--- config.mk ---
export PLATFORM = sky130hd
export DESIGN_NAME = micro_language_token_scanner
export DESIGN_NICKNAME = d
export VERILOG_FILES = /design/src/design/mlts_pkg.sv /design/src/design/mlts_lex.sv /design/src/design/micro_language_token_scanner.sv
export SDC_FILE = /design/constraint.sdc
export NUM_CORES = 1
export LEC_CHECK = 0
export ABC_CLOCK_PERIOD_IN_PS = 6300
export BUFFER_PORTS_ARGS = -buffer_cell sky130_fd_sc_hd__buf_4
export CAP_MARGIN = 20
export CORE_ASPECT_RATIO = 0.8
export CORE_MARGIN = 5
export CORE_UTILIZATION = 50
export DETAILED_ROUTE_END_ITERATION = 6
export PLACE_DENSITY = 0.67
export SLEW_MARGIN = 15
export SYNTH_ARGS = -nofsm -noshare
export SYNTH_HDL_FRONTEND = slang
export SYNTH_HIERARCHICAL = 1
export SYNTH_SLANG_ARGS = --single-unit
export TNS_END_PERCENT = 10
--- constraint.sdc ---
create_clock -name i_clk -period 6.3 [get_ports i_clk]
set_clock_uncertainty 0.05 [all_clocks]
set_input_delay 0.63 -clock i_clk [delete_from_list [all_inputs] [get_ports i_clk]]
set_output_delay 0.63 -clock i_clk [all_outputs]
set_load 0.05 [all_outputs]
--- src/design/mlts_pkg.sv ---
// Package for the token scanner: item types, token kinds, scan modes, reserved word tables.
package mlts_pkg;

    typedef struct packed {
        logic [7:0] source_byte;
        logic       end_of_input;
    } t_in_item;

    typedef struct packed {
        logic [4:0] token_kind;
        logic       last_of_run;
    } t_out_item;

    typedef struct packed {
        logic [2:0] scan_mode;
        logic [3:0] keyword_candidates;
        logic [2:0] word_position;
    } t_scan_state;

    typedef struct packed {
        logic [1:0] count;
        t_out_item  first;
        t_out_item  second;
    } t_step_res;

    localparam logic [4:0] K_BEGIN  = 5'd0;
    localparam logic [4:0] K_END    = 5'd1;
    localparam logic [4:0] K_READ   = 5'd2;
    localparam logic [4:0] K_WRITE  = 5'd3;
    localparam logic [4:0] K_IDENT  = 5'd4;
    localparam logic [4:0] K_INT    = 5'd5;
    localparam logic [4:0] K_LPAREN = 5'd6;
    localparam logic [4:0] K_RPAREN = 5'd7;
    localparam logic [4:0] K_SEMI   = 5'd8;
    localparam logic [4:0] K_COMMA  = 5'd9;
    localparam logic [4:0] K_ASSIGN = 5'd10;
    localparam logic [4:0] K_POWER  = 5'd11;
    localparam logic [4:0] K_PLUS   = 5'd12;
    localparam logic [4:0] K_MINUS  = 5'd13;
    localparam logic [4:0] K_EQUAL  = 5'd14;
    localparam logic [4:0] K_EOF    = 5'd15;
    localparam logic [4:0] K_ERROR  = 5'd16;

    localparam logic [2:0] M_IDLE    = 3'd0;
    localparam logic [2:0] M_WORD    = 3'd1;
    localparam logic [2:0] M_INT     = 3'd2;
    localparam logic [2:0] M_COLON   = 3'd3;
    localparam logic [2:0] M_STAR    = 3'd4;
    localparam logic [2:0] M_MINUS   = 3'd5;
    localparam logic [2:0] M_COMMENT = 3'd6;

    localparam int QDepth = 4;
    localparam int QPtrW  = $clog2(QDepth);
    localparam int QCntW  = $clog2(QDepth + 1);

    typedef logic [QPtrW-1:0] t_q_ptr;
    typedef logic [QCntW-1:0] t_q_count;

    function automatic logic [2:0] kw_len(input logic [1:0] k);
        logic [2:0] len;
        case (k)
            2'd0: len = 3'd5;
            2'd1: len = 3'd3;
            2'd2: len = 3'd4;
            default: len = 3'd5;
        endcase
        return len;
    endfunction

    function automatic logic [7:0] kw_char(input logic [1:0] k, input logic [2:0] p);
        logic [39:0] txt;
        logic [7:0]  ch;
        case (k)
            2'd0: txt = "BEGIN";
            2'd1: txt = {"END", 16'h0000};
            2'd2: txt = {"READ", 8'h00};
            default: txt = "WRITE";
        endcase
        case (p)
            3'd0: ch = txt[39:32];
            3'd1: ch = txt[31:24];
            3'd2: ch = txt[23:16];
            3'd3: ch = txt[15:8];
            3'd4: ch = txt[7:0];
            default: ch = 8'h00;
        endcase
        return ch;
    endfunction

endpackage

--- src/design/mlts_lex.sv ---
// Next-state and token logic for one source item.
module mlts_lex (
    input  mlts_pkg::t_in_item    i_item,
    input  mlts_pkg::t_scan_state i_state,
    output mlts_pkg::t_scan_state o_state,
    output mlts_pkg::t_step_res   o_res
);

    logic [7:0] c;
    logic       is_letter;
    logic       is_digit;
    logic       is_space;
    logic [3:0] take_cand_in;
    logic [2:0] take_pos_in;
    logic [3:0] take_cand;
    logic [2:0] take_pos;
    logic [4:0] wkind;
    logic [2:0] sb_mode;
    logic       sb_emit;
    logic [4:0] sb_kind;
    logic       e0_v;
    logic [4:0] e0_k;
    logic       e1_v;
    logic [4:0] e1_k;
    logic       restart;

    assign c         = i_item.source_byte;
    assign is_letter = c inside {["A":"Z"], ["a":"z"]};
    assign is_digit  = c inside {["0":"9"]};
    assign is_space  = c inside {8'h20, 8'h09, 8'h0A, 8'h0D};

    // a fresh word starts with every reserved word still possible
    assign take_cand_in = (i_state.scan_mode == mlts_pkg::M_WORD) ?
                          i_state.keyword_candidates : 4'hF;
    assign take_pos_in  = (i_state.scan_mode == mlts_pkg::M_WORD) ?
                          i_state.word_position : 3'd0;

    always_comb begin
        for (int k = 0; k < 4; k++) begin
            take_cand[k] = take_cand_in[k] &&
                           (take_pos_in < mlts_pkg::kw_len(2'(k))) &&
                           (mlts_pkg::kw_char(2'(k), take_pos_in) == c);
        end
        take_pos = (take_pos_in == 3'd7) ? 3'd7 : take_pos_in + 3'd1;
    end

    always_comb begin
        wkind = mlts_pkg::K_IDENT;
        for (int k = 3; k >= 0; k--) begin
            if (i_state.keyword_candidates[k] &&
                i_state.word_position == mlts_pkg::kw_len(2'(k))) begin
                wkind = 5'(k);
            end
        end
    end

    // byte seen from idle
    always_comb begin
        sb_mode = mlts_pkg::M_IDLE;
        sb_emit = 1'b0;
        sb_kind = mlts_pkg::K_ERROR;
        if (is_letter) begin
            sb_mode = mlts_pkg::M_WORD;
        end else if (is_digit) begin
            sb_mode = mlts_pkg::M_INT;
        end else if (!is_space) begin
            case (c)
                "(": begin sb_emit = 1'b1; sb_kind = mlts_pkg::K_LPAREN; end
                ")": begin sb_emit = 1'b1; sb_kind = mlts_pkg::K_RPAREN; end
                ";": begin sb_emit = 1'b1; sb_kind = mlts_pkg::K_SEMI;   end
                ",": begin sb_emit = 1'b1; sb_kind = mlts_pkg::K_COMMA;  end
                "+": begin sb_emit = 1'b1; sb_kind = mlts_pkg::K_PLUS;   end
                "=": begin sb_emit = 1'b1; sb_kind = mlts_pkg::K_EQUAL;  end
                ":": sb_mode = mlts_pkg::M_COLON;
                "*": sb_mode = mlts_pkg::M_STAR;
                "-": sb_mode = mlts_pkg::M_MINUS;
                default: sb_emit = 1'b1;
            endcase
        end
    end

    always_comb begin
        o_state = i_state;
        e0_v    = 1'b0;
        e0_k    = mlts_pkg::K_ERROR;
        e1_v    = 1'b0;
        e1_k    = mlts_pkg::K_ERROR;
        restart = 1'b0;
        if (i_item.end_of_input) begin
            case (i_state.scan_mode)
                mlts_pkg::M_WORD: begin e0_v = 1'b1; e0_k = wkind; end
                mlts_pkg::M_INT: begin e0_v = 1'b1; e0_k = mlts_pkg::K_INT; end
                mlts_pkg::M_COLON, mlts_pkg::M_STAR: e0_v = 1'b1;
                mlts_pkg::M_MINUS: begin e0_v = 1'b1; e0_k = mlts_pkg::K_MINUS; end
                default: e0_v = 1'b0;
            endcase
            if (e0_v) begin
                e1_v = 1'b1;
                e1_k = mlts_pkg::K_EOF;
            end else begin
                e0_v = 1'b1;
                e0_k = mlts_pkg::K_EOF;
            end
            o_state = '0;
        end else begin
            case (i_state.scan_mode)
                mlts_pkg::M_WORD: begin
                    if (is_letter || is_digit || c == "_") begin
                        o_state.keyword_candidates = take_cand;
                        o_state.word_position      = take_pos;
                    end else begin
                        e0_v = 1'b1; e0_k = wkind; restart = 1'b1;
                    end
                end
                mlts_pkg::M_INT: begin
                    if (!is_digit) begin
                        e0_v = 1'b1; e0_k = mlts_pkg::K_INT; restart = 1'b1;
                    end
                end
                mlts_pkg::M_COLON: begin
                    e0_v = 1'b1;
                    if (c == "=") begin
                        e0_k = mlts_pkg::K_ASSIGN;
                        o_state.scan_mode = mlts_pkg::M_IDLE;
                    end else begin
                        restart = 1'b1;
                    end
                end
                mlts_pkg::M_STAR: begin
                    e0_v = 1'b1;
                    if (c == "*") begin
                        e0_k = mlts_pkg::K_POWER;
                        o_state.scan_mode = mlts_pkg::M_IDLE;
                    end else begin
                        restart = 1'b1;
                    end
                end
                mlts_pkg::M_MINUS: begin
                    if (c == "-") begin
                        o_state.scan_mode = mlts_pkg::M_COMMENT;
                    end else begin
                        e0_v = 1'b1; e0_k = mlts_pkg::K_MINUS; restart = 1'b1;
                    end
                end
                mlts_pkg::M_COMMENT: begin
                    if (c == 8'h0A || c == 8'h0D) begin
                        o_state.scan_mode = mlts_pkg::M_IDLE;
                    end
                end
                default: restart = 1'b1;
            endcase
            if (restart) begin
                o_state.scan_mode = sb_mode;
                if (is_letter) begin
                    o_state.keyword_candidates = take_cand;
                    o_state.word_position      = take_pos;
                end
                if (sb_emit) begin
                    if (e0_v) begin
                        e1_v = 1'b1; e1_k = sb_kind;
                    end else begin
                        e0_v = 1'b1; e0_k = sb_kind;
                    end
                end
            end
        end
        o_res.count              = {1'b0, e0_v} + {1'b0, e1_v};
        o_res.first.token_kind   = e0_k;
        o_res.first.last_of_run  = !e1_v;
        o_res.second.token_kind  = e1_k;
        o_res.second.last_of_run = 1'b1;
    end

endmodule

--- src/design/micro_language_token_scanner.sv ---
// Token scanner top level: scan state, result queue and handshakes.
// Takes one source byte (or end-of-input mark) per clock while not stalled and emits 0, 1 or 2 token
// kinds for it; the results are written into the queue as the item is accepted and can
// be read from the cycle after. Results go through a four-entry queue read one per cycle
// while the output is not stalled, so an item that yields two tokens takes two reads;
// the input stalls whenever fewer than two queue slots are free, and sustained input rate
// is therefore one byte per clock as long as on average no more than one token per byte leaves.
module micro_language_token_scanner (
    input  logic                  i_clk,
    input  logic                  i_rst_n,
    input  logic                  i_in_valid,
    output logic                  o_in_stall,
    input  mlts_pkg::t_in_item    i_in_item,
    output logic                  o_out_valid,
    input  logic                  i_out_stall,
    output mlts_pkg::t_out_item   o_out_item
);

    mlts_pkg::t_scan_state r_state, n_state;
    mlts_pkg::t_step_res   step_res;
    mlts_pkg::t_out_item   r_q [mlts_pkg::QDepth];
    mlts_pkg::t_q_ptr      r_wr_ptr, n_wr_ptr;
    mlts_pkg::t_q_ptr      r_rd_ptr, n_rd_ptr;
    mlts_pkg::t_q_count    r_count, n_count;
    logic                  in_acc;
    logic                  out_acc;
    mlts_pkg::t_q_ptr      wr_ptr_1;

    mlts_lex u_lex (
        .i_item  (i_in_item),
        .i_state (r_state),
        .o_state (n_state),
        .o_res   (step_res)
    );

    assign o_in_stall  = r_count > mlts_pkg::t_q_count'(mlts_pkg::QDepth - 2);
    assign in_acc      = i_in_valid && !o_in_stall;
    assign o_out_valid = r_count != '0;
    assign out_acc     = o_out_valid && !i_out_stall;
    assign o_out_item  = r_q[r_rd_ptr];
    assign wr_ptr_1    = r_wr_ptr + mlts_pkg::t_q_ptr'(1);

    always_comb begin
        n_wr_ptr = r_wr_ptr;
        n_rd_ptr = r_rd_ptr;
        n_count  = r_count;
        if (in_acc) begin
            n_wr_ptr = r_wr_ptr + mlts_pkg::t_q_ptr'(step_res.count);
            n_count  = n_count + mlts_pkg::t_q_count'(step_res.count);
        end
        if (out_acc) begin
            n_rd_ptr = r_rd_ptr + mlts_pkg::t_q_ptr'(1);
            n_count  = n_count - mlts_pkg::t_q_count'(1);
        end
    end

    always_ff @(posedge i_clk) begin
        if (!i_rst_n) begin
            r_state  <= '0;
            r_wr_ptr <= '0;
            r_rd_ptr <= '0;
            r_count  <= '0;
        end else begin
            if (in_acc) begin
                r_state <= n_state;
            end
            r_wr_ptr <= n_wr_ptr;
            r_rd_ptr <= n_rd_ptr;
            r_count  <= n_count;
        end
    end

    always_ff @(posedge i_clk) begin
        if (in_acc && step_res.count != 2'd0) begin
            r_q[r_wr_ptr] <= step_res.first;
        end
        if (in_acc && step_res.count == 2'd2) begin
            r_q[wr_ptr_1] <= step_res.second;
        end
    end

    a_count_range: assert property (@(posedge i_clk) disable iff (!i_rst_n)
        r_count <= mlts_pkg::t_q_count'(mlts_pkg::QDepth))
        else $error("result queue count out of range");

    a_mode_legal: assert property (@(posedge i_clk) disable iff (!i_rst_n)
        r_state.scan_mode != 3'd7)
        else $error("unused scan mode reached");

    a_eof_result: assert property (@(posedge i_clk) disable iff (!i_rst_n)
        in_acc && i_in_item.end_of_input |=> o_out_valid)
        else $error("end of input gave no result");

    a_eof_clears: assert property (@(posedge i_clk) disable iff (!i_rst_n)
        in_acc && i_in_item.end_of_input |=> r_state == '0)
        else $error("scan state not cleared after end of input");

endmodule

---- Word-level counts from Yosys, hierarchy flattened ----
Memory sizes are Yosys's and may differ from the RTL's. A register that Yosys moved wholly into a read port is not among the register bits.
Index checks and enable logic that the tools add are counted.
W data, S select, Z words.
storage, ports and cells
  memories kept ........................... 1
  logic and storage cells ................. 173
  bits in registers ....................... 17
  bits of input ports ..................... 13
  memory bits (writable) .................. 24
  output and inout port bits .............. 8
memories
  memory  words  bits a word  rd ports  clocked after memory_dff  wr ports  RTL line                            source
  r_q     4      6            1         1                         2         micro_language_token_scanner.sv:21  mlts_pkg::t_out_item r_q [mlts_pkg::QDepth];
operators by class
  add/subtract/negate cells ............... 7
  reductions and logical operators ........ 35
  magnitude comparators ................... 10
  mux-type cells .......................... 77
  equal/unequal tests ..................... 37
operators with widths
  operator              count
  $mux W5               18
  $eq A8 B6 Y1 const B  10
  $pmux W7 S5           2
  $mux W3               15
  $eq A7 B8 Y1          4
  $pmux W5 S6           1
  $pmux W7 S4           1
  $mux W1               25
  $pmux W5 S5           1
  $eq A8 B4 Y1 const B  3
  $eq A3 B3 Y1 const B  7
  $mux W7               3
  $pmux W7 S3           1
  $mux W10              2
  $logic_and A1 B1 Y1   19
  $ge A8 B7 Y1 const B  2
  $le A8 B7 Y1 const B  2
  $ne A4 B2 Y1 const B  4
  $eq A3 B2 Y1 const B  5
  $pmux W5 S3           1
  $pmux W3 S4           1
  $pmux W3 S3           1
  $eq A8 B7 Y1 const B  1
  $ge A8 B6 Y1 const B  1
  27 further kinds      36

---- Longest topological paths before layout ----
  depth after elaboration ................. 17
  mapped depth ............................ 18
  mapped depth without buffers ............ 16

---- Hierarchy ----
Netlist, hierarchy kept.
by module, submodules not included
  module                        cells each  sequential area each (µm²)  times used  area an instance (µm²)
  micro_language_token_scanner  176         1101.1                      1           2164.6
  mlts_lex                      269         0.0                         1           1714.1

---- Worst setup path before layout ----
OpenSTA, ideal clock, no wires.
  path type ............................... input-to-reg
  from .................................... in i_in_item[7] in the netlist's numbering
  to ...................................... reg r_count[2]
  setup slack ............................. 2.189 ns
  arrival time ............................ 3.946 ns
  path buffers ............................ 1
  data required time ...................... 6.135 ns
  stages .................................. 17
  setup time .............................. 0.115 ns
  cell sequence ........................... buf_2 > nor3b_2 > or4b_1 > o211ai_2 > o311ai_2 > nand3_1 > o21ai_0 > ha_1 > ha_1 > inv_1 > fa_1 > nor2_1 > a21oi_1 > ha_1 > nor3b_1 > xnor2_1 > and2_1
RTL lines
  item                  RTL line                            source
  from (decl)           micro_language_token_scanner.sv:13  input mlts_pkg::t_in_item i_in_item,
  to (signal assigned)  micro_language_token_scanner.sv:69  r_count <= n_count;
  to (decl)             micro_language_token_scanner.sv:24  mlts_pkg::t_q_count r_count, n_count;

==> results.toml <==
[die]
pin_count = 21
initial_utilization_pct = 51.98
die_w_um = 108.5
dieArea_mm2 = 0.009630
core-area_mm2 = 0.007462
rows = 28
die_h_um = 88.78

[logic_synthesis]
avgSynthCellArea_um2 = 8.716
yosysUniqueCellTypes = 83
synth_edf_count = 24
ys_ff_latch = 43
synth_fp_nets = 467
syn_area_mm2 = 0.003879
synthArstFlopShare_pct = 0
synth_warnings = 6
syn_inst = 445
synth_flop_cell = "edfxtp_1"
yosysSeqAreaShare_pct = 28.39

[cells_and_area]
layout_common_cells = "48 x nand2_1, 32 x nor2_1, 31 x o21ai_0"
num-nets-final = 465
antenna_cells = 0
layout-drive-gt1-share_pct = 19.37
final_common_cell = "nand2_1"
post-route-util_pct = 55.38
area_growth_pct = 6.548

[clocking]
cts_resized = 0
htree_levels = 2
worstSkewPairLatency_ns = 0.29
cts_sinks = 43
cts-root-buf = "clkbuf_8"
clk_pin_slew_ns = 0.08
cts_hold_buffers = 0
cts_made_buffers = 5
cts_tree = "done"
cts.path.max_buffers = 2
postCtsSetupRepairBufs = 0

[global_routing]
grt_pass1_vias = 3047
antenna_found_initial = 0
grt_pass1_wl_mm = 15.79
gr-total-overflow = 0
grt_max_degree = 24
track_usage_pct = 20.60

[worst_setup_path]
cp_data_required_time_ns = 6.44
r2r_slack_ns = 1.95
crit_arrival_ns = 4.51
r2r-end = "r_count[2]$_SDFF_PN0_"
critPathLaunchType = "input pin"
r2r-start = "r_state[7]$_SDFFE_PN0N_"
critPathCaptureType = "flop"
criticalPathCategory = "in -> reg"
reg2regPathDepth = 15
crit_fanout = 17

[timing]
fin_crit_sh_pct = 69.46
timing.final.max_slew_violations = 0
hold_slack_ns = 0.4580
setup-tns-final_ns = 0
setup_viol = 0
fin_ws_ns = 1.924
min_period_ns = 4.376
fmax_mhz = 228.5
rsz0062_at_grt = "no"
slew_headroom_pct = 34.17
tightest_slew_ns = 0.9848
hold_viol_final = 0

[drt]
drcViolationCount = 0
firstDrtPassIters = 5
routedWlPerCell_um = 17.14
first_iter_violations = 437
drt-vias-per-instance = 6.180
drtAntennaViolNets = 0
vias = 3393
wl_mm = 9.412

[place]
dpl.hpwl_mm = 6.943
io_buffers = 20
post-place-ws_ns = 1.662
place_congestion = 0.9231

[outcome]
outcome = "finished, final reports clean"

[worst_hold_path]
min_to = "r_state[4]$_SDFFE_PN0N_"
hold_depth = 2
worstHoldStart = "r_state[4]$_SDFFE_PN0N_"
hold_class = "reg -> reg"

[power]
peakVddDrop_uv = 316.0
cellLeakagePower_nw = 1.453
powerDensity_mw_per_mm2 = 253.8

[run]
cap_violations = 0
## cell usage after synthesis (7+ instances only)
cell / n / area (µm²)
nor2_1: 32 / 120.1
dfxtp_1: 19 / 380.4
a21boi_0: 12 / 90.09
nand2_1: 48 / 180.2
nand3_1: 8 / 40.04
nor2b_1: 9 / 56.30
buf_2: 7 / 35.03
mux2_2: 19 / 214.0
o21ai_0: 31 / 155.2
nor3b_1: 8 / 60.06
inv_1: 14 / 52.55
edfxtp_1: 24 / 720.7
a21oi_1: 20 / 100.1
clkbuf_1: 19 / 71.32
ha_1: 8 / 100.1
nor3_1: 14 / 70.07
## power breakdown
group	switching, mW	internal (mW)
registers	0.0484	0.342
clock network	0.0925	0.116
logic	0.276	0.174
total	0.417	0.632
## worst max-delay path, cell delays in order
cell and delay (ns):
buf_4 0.19, nor2_1 0.10, nor4b_2 0.18, nor4b_2 0.82
o311ai_2 0.29, nand3_1 0.25, o21ai_0 0.13, ha_1 0.40
ha_1 0.18, inv_1 0.05, fa_1 0.51, nor2_1 0.06
a21oi_1 0.12, ha_1 0.15, nor3b_1 0.22, xnor2_1 0.10
and2_1 0.15
## state kept, by name (all words and copies together) (netlist names), named ones only
name and count:
r_q 24, r_state 10, r_count 3, r_rd_ptr 2, r_wr_ptr 2
## through the flow
stage	power, mW	instances	cell area [µm²]
after floorplan	0.7455	445	3879
after global placement	0.8405	540	4020
after detailed placement	0.8459	540	4020
after CTS	1.055	548	4128
after global routing	1.122	549	4133
final	1.049	549	4133
## logic make-up (layout without fill, tap and decap cells)
family / count (synthesis) / after routing / share of synthesized area, %
muxes: 37 / 37 / 12.87
xor gates and xnor gates: 10 / 10 / 2.258
DFF: 43 / 43 / 28.39
AOI/OAI and AO/OA: 123 / 123 / 22.19
adders and majority gates: 9 / 9 / 3.097
other: 1 / 1 / 0.09668
buffers and inverters: 48 / 47 / 5.548
and+or+nand+nor: 174 / 174 / 25.55
## worst max path at each step
stage | from | endpoint | slack [ns] | cells past startpoint
floorplan | i_in_item[7] | r_count[2]$_SDFF_PN0_ | 2.19 | 17
global placement | i_in_item[2] | r_count[2]$_SDFF_PN0_ | 1.76 | 17
detailed placement | i_in_item[2] | r_count[2]$_SDFF_PN0_ | 1.66 | 17
CTS | i_in_item[2] | r_count[2]$_SDFF_PN0_ | 1.95 | 17
global route | r_state[7]$_SDFFE_PN0N_ | r_count[2]$_SDFF_PN0_ | 1.57 | 15
finish | i_in_item[2] | r_count[2]$_SDFF_PN0_ | 1.92 | 17
## layer usage
| metal | share of wire [%] | up-vias | GRT usage (%) |
|---|---|---|---|
| li1 | - | 1664 | - |
| met1 | 49 | 1578 | 32.18 |
| met2 | 42 | 145 | 30.40 |
| met3 | 8.3 | 6 | 3.282 |
| met4 | 0.47 | 0 | 2.982 |
| met5 | 0 | - | 0 |
## layout make-up
| type | instances | area, µm² |
|---|---|---|
| clock buffer | 5 | 68.82 |
| clock inverter | 3 | 38.79 |
| fill | 670 | 3329 |
| inverter | 16 | 60.06 |
| multi-input combinational | 354 | 2562 |
| sequential | 43 | 1101 |
| tap | 105 | 131.4 |
| timing repair buffer | 23 | 170.2 |
Power figures use the tool's default switching activity.
